**src/rtl/stq_pkg.sv**
```systemverilog
// shared constants, types and helpers of the sorted timer queue
`timescale 1ns / 1ps
package stq_pkg;

   localparam int MAX_TIMERS  = 16;
   localparam int MAX_RESULTS = 16;

   localparam int IDX_W  = $clog2(MAX_TIMERS);
   localparam int CNT_W  = $clog2(MAX_TIMERS + 1);
   localparam int FIDX_W = $clog2(MAX_RESULTS);
   localparam int FCNT_W = $clog2(MAX_RESULTS + 1);

   localparam int CMD_W    = 2;
   localparam int TIME_W   = 48;
   localparam int DUR_W    = 31;
   localparam int ID_W     = 16;
   localparam int STATUS_W = 2;

   localparam logic [CMD_W-1:0] CMD_REGISTER   = 2'd0;
   localparam logic [CMD_W-1:0] CMD_UNREGISTER = 2'd1;
   localparam logic [CMD_W-1:0] CMD_TICK       = 2'd2;

   localparam logic [STATUS_W-1:0] STATUS_OK        = 2'd0;
   localparam logic [STATUS_W-1:0] STATUS_FULL      = 2'd1;
   localparam logic [STATUS_W-1:0] STATUS_NOT_FOUND = 2'd2;

   localparam logic [ID_W-1:0] ID_FIRST = ID_W'(1);
   localparam logic [ID_W-1:0] ID_LAST  = {ID_W{1'b1}};

   typedef enum logic [2:0] {
      RSP_REG_OK,
      RSP_FULL,
      RSP_UNREG_OK,
      RSP_NOT_FOUND,
      RSP_EMPTY,
      RSP_FIRE
   } rsp_kind_type;

   typedef struct packed {
      logic         accept;
      logic         insert;
      logic         id_adv;
      logic         unreg;
      logic         pop;
      logic         prep;
      logic         k_clr;
      logic         k_inc;
      logic         rsp_load;
      rsp_kind_type rsp_kind;
   } ctrl_cmd_type;

   typedef struct packed {
      logic [CMD_W-1:0] op;
      logic             slot_free;
      logic             full;
      logic             found;
      logic             head_due;
      logic             n_full;
      logic             n_zero;
      logic             k_at_n;
      logic             k_last;
      logic             reins_ok;
   } ctrl_sts_type;

   // time plus delay, clamped at the top of the time range
   function automatic logic [TIME_W-1:0] sat_add(input logic [TIME_W-1:0] t,
                                                 input logic [DUR_W-1:0]  d);
      logic [TIME_W:0] s;
      s = {1'b0, t} + {{(TIME_W + 1 - DUR_W){1'b0}}, d};
      return s[TIME_W] ? {TIME_W{1'b1}} : s[TIME_W-1:0];
   endfunction

endpackage

```
**src/rtl/stq_ctrl.sv**
```systemverilog
// controller state machine of the sorted timer queue
`timescale 1ns / 1ps
module stq_ctrl (
   input  logic                  clock,
   input  logic                  reset,
   input  logic                  req_valid,
   output logic                  req_ready,
   input  stq_pkg::ctrl_sts_type sts,
   output stq_pkg::ctrl_cmd_type cmd
);

   typedef enum logic [5:0] {
      ST_IDLE = 6'b000001,
      ST_EXEC = 6'b000010,
      ST_POP  = 6'b000100,
      ST_PREP = 6'b001000,
      ST_INS  = 6'b010000,
      ST_EMIT = 6'b100000
   } state_type;

   state_type state_ff, state_in;

   always_comb begin
      state_in     = state_ff;
      cmd          = '0;
      cmd.rsp_kind = stq_pkg::RSP_EMPTY;
      req_ready    = 1'b0;
      case (state_ff)
         ST_IDLE: begin
            req_ready = 1'b1;
            if (req_valid) begin
               cmd.accept = 1'b1;
               state_in   = ST_EXEC;
            end
         end
         ST_EXEC: begin
            if (sts.op == stq_pkg::CMD_TICK) begin
               state_in = ST_POP;
            end else if (sts.slot_free) begin
               cmd.rsp_load = 1'b1;
               state_in     = ST_IDLE;
               if (sts.op == stq_pkg::CMD_REGISTER) begin
                  if (sts.full) begin
                     cmd.rsp_kind = stq_pkg::RSP_FULL;
                  end else begin
                     cmd.insert   = 1'b1;
                     cmd.id_adv   = 1'b1;
                     cmd.rsp_kind = stq_pkg::RSP_REG_OK;
                  end
               end else if (sts.op == stq_pkg::CMD_UNREGISTER) begin
                  cmd.unreg    = 1'b1;
                  cmd.rsp_kind = sts.found ? stq_pkg::RSP_UNREG_OK : stq_pkg::RSP_NOT_FOUND;
               end
            end
         end
         ST_POP: begin
            if (sts.head_due && !sts.n_full) begin
               cmd.pop = 1'b1;
            end else begin
               cmd.k_clr = 1'b1;
               state_in  = ST_PREP;
            end
         end
         ST_PREP: begin
            // walk fired timers in order, putting periodic ones back
            if (sts.k_at_n) begin
               cmd.k_clr = 1'b1;
               state_in  = ST_EMIT;
            end else if (sts.reins_ok) begin
               cmd.prep = 1'b1;
               state_in = ST_INS;
            end else begin
               cmd.k_inc = 1'b1;
            end
         end
         ST_INS: begin
            cmd.insert = 1'b1;
            cmd.k_inc  = 1'b1;
            state_in   = ST_PREP;
         end
         ST_EMIT: begin
            if (sts.slot_free) begin
               cmd.rsp_load = 1'b1;
               if (sts.n_zero) begin
                  cmd.rsp_kind = stq_pkg::RSP_EMPTY;
                  state_in     = ST_IDLE;
               end else begin
                  cmd.rsp_kind = stq_pkg::RSP_FIRE;
                  cmd.k_inc    = 1'b1;
                  if (sts.k_last) begin
                     state_in = ST_IDLE;
                  end
               end
            end
         end
         default: begin
            state_in = ST_IDLE;
         end
      endcase
   end

   always_ff @(posedge clock) begin
      if (reset) begin
         state_ff <= ST_IDLE;
      end else begin
         state_ff <= state_in;
      end
   end

endmodule

```
**config.mk**
```make
export PLATFORM = sky130hd
export DESIGN_NAME = stq_ctrl
export DESIGN_NICKNAME = d
export VERILOG_FILES = /design/src/rtl/stq_pkg.sv /design/src/rtl/stq_ctrl.sv
export SDC_FILE = /design/constraint.sdc
export NUM_CORES = 1
export LEC_CHECK = 0
export ABC_CLOCK_PERIOD_IN_PS = 4400
export BUFFER_PORTS_ARGS = -buffer_cell sky130_fd_sc_hd__buf_2
export CELL_PAD_IN_SITES_DETAIL_PLACEMENT = 0
export CELL_PAD_IN_SITES_GLOBAL_PLACEMENT = 2
export CORE_ASPECT_RATIO = 0.7
export CORE_MARGIN = 3
export CORE_UTILIZATION = 25
export DETAILED_ROUTE_END_ITERATION = 6
export PLACE_DENSITY_LB_ADDON = 0.1
export SLEW_MARGIN = 30
export SYNTH_ARGS = -nofsm -noshare
export SYNTH_HDL_FRONTEND = slang
export SYNTH_SLANG_ARGS = --single-unit
```
**constraint.sdc**
```tcl
create_clock -name clock -period 4.4 [get_ports clock]
set_input_delay 0.88 -clock clock [delete_from_list [all_inputs] [get_ports clock]]
set_output_delay 0.88 -clock clock [all_outputs]
set_load 0.02 [all_outputs]
```
==> impl_metrics.toml <==
[status]
status = "completed"

[synthesis]
syn_area_um2 = 539.3
synth_top_area_share_pct = 22.27
ys_top_cells_by_area = "dfxtp_1 (22%), nor2_1 (6.3%), nor2b_1 (4.6%)"
postSynthCellCount = 66
synth_seq_area_share_pct = 22.27
yosysWarningCount = 0
ys_types = 31
synth.largest_area_cell = "dfxtp_1"
ys_ff_latch = 6
avgSynthCellArea_um2 = 8.171
syn_nets = 80

[timing]
slew_headroom_pct = 59.62
finalHoldViolations = 0
whs_ns = 0.5712
fmax_mhz = 353.7
fin_skew_ns = 0.004269
min_period_over_period_pct = 64.25
setup_viol = 0
worst_pin_slew_ns = 0.6007
post-route-min-period_ns = 2.827
rsz0062_at_grt = "false"
tns_ns = 0
slew_viol_final = 0

[clock_network]
insertion_delay_ns = 0.25
cts_resized = 0
cts_buffer_depth = 2
cts_buffers = 3
holdBufCountCts = 0
cts.htree.levels = 1
cts_root_buffer = "clkbuf_4"
numClockSinks = 6
post_cts_buffers = 0
cts_tree = "built"
clk_pin_slew_ns = 0.05

[power]
p_total_mw = 0.1761
p_per_area_mw_per_mm2 = 244.8
ir_drop_uv = 167.5
cellLeakagePower_nw = 0.3189

[detailed_routing]
wl_per_cell_um = 13.29
met2WireLength_um = 612
drc = 0
drt-met1-wl_um = 773
wirelength_um = 1555
via_count = 610
drt_iter0_markers = 18
ant_nets = 0
drtPass1Iterations = 4
met3_length_um = 169
viasPerCell = 5.214
dr.max_layer_used = "met3"

[final_layout]
final_cell_mix = "buf_2 (26), nor2_1 (9), dfxtp_1 (6), inv_1 (5)"
fin_area_um2 = 719.4
synthToLayoutAreaGrowth_pct = 33.41
diodes = 0
fill_cells = 200
drive_gt1_share_pct = 43.16
layout.cells.most_common = "buf_2"
nNetsFinal = 111
reg.largest.list = "state_ff: 6 flops"
regMostFlops = "state_ff"
largest_reg_flops = 6

[grt]
grt_use_total_pct = 12.68
grt_max_degree = 9
grt_pass1_wl_um = 2559
antenna_found_initial = 0
grt_pass1_vias = 530
overflow = 0

[die]
die_x_um = 61.51
dieArea_mm2 = 0.002759
core-area_mm2 = 0.001952
start_util_pct = 27.63
placementRows = 13
die_y_um = 44.86
pin_count = 27

[min_path]
hold_class = "reg2reg"

[place]
port_buffers = 26
place_congestion = 0.6473
placed_cell_area_um2 = 696.9
hpwl_um = 1328

[job]
max_cap_viol_count = 0

[worst_setup_path]
crit_path_start_kind = "flip-flop"
cp.arrival_ns = 1.95
crit_fanout = 6
required_ns = 3.52
end_kind = "output port"
critical_path_class = "reg2out"
==> stage by stage <==
step	instances	util, %	setup WS, ns
2_1_floorplan	66	-	1.259
3_3_place_gp	114	35.71	1.662
3_5_place_dp	114	35.71	1.624
4_1_cts	117	36.86	1.528
5_1_grt	117	36.86	1.352
6_report	117	36.86	1.573
==> Yosys cell counts <==
cell,n
nand4b_1,1
nor4b_2,1
dfxtp_1,6
a221oi_2,1
a311oi_2,1
nor2_1,9
a31oi_2,1
o21ai_0,1
nor2b_1,4
or3_1,1
or2b_1,2
nor3_1,1
inv_1,5
and3_1,1
nand2b_1,3
o21ba_2,1
o32ai_1,1
nor4_1,1
nor4_4,1
o41ai_1,1
nor4_2,1
o311ai_1,1
and2_1,1
or4_4,2
nand2_1,4
o31ai_1,2
nand3_1,3
nor3b_2,2
or2_4,1
nor3b_1,2
a21oi_1,4
==> power by group <==
group,switching (mW),internal (mW)
clock,0.0205,0.0309
combinational,0.0349,0.0257
sequential,0.00625,0.0579
total,0.0617,0.114
==> layer usage <==
metal / vias up / global-route usage [%]
li1: 306 / -
met1: 275 / 20.45
met4: 0 / 2.542
met2: 29 / 15.66
met5: - / 0
met3: 0 / 4.286
==> worst max-delay path, stage by stage, from the launching register on <==
cell	delay, ns
dfxtp_1	0.38
or4_4	0.61
or2_4	0.29
o311ai_1	0.22
buf_2	0.21
==> final timing paths <==
kind	slack, ns	cells past startpoint	from	to
worst min-delay path	0.57	2	state_ff[1]	state_ff[1]
worst max-delay path	1.57	4	state_ff[4]	cmd[4]
worst max register to register	2.65	4	state_ff[4]	state_ff[5]
worst min register to register	0.57	2	state_ff[1]	state_ff[1]
==> final cells by class <==
class	count	area, um^2	area share [%]
inverter	5	18.77	2.609
clock buffer	3	22.52	3.130
multi-input combinational	55	400.4	55.65
sequential	6	120.1	16.70
timing repair buffer	26	130.1	18.09
tap	22	27.53	3.826
==> logic make-up (layout without fill, tap and decap cells) <==
| group | Yosys count | count (layout) | share of synthesized area, % |
|---|---|---|---|
| buffers and inverters | 5 | 34 | 3.481 |
| AOI/OAI and AO/OA | 14 | 14 | 22.04 |
| DFF | 6 | 6 | 22.27 |
| and+or+nand+nor | 41 | 41 | 52.20 |
Power figures use the tool's default switching activity.
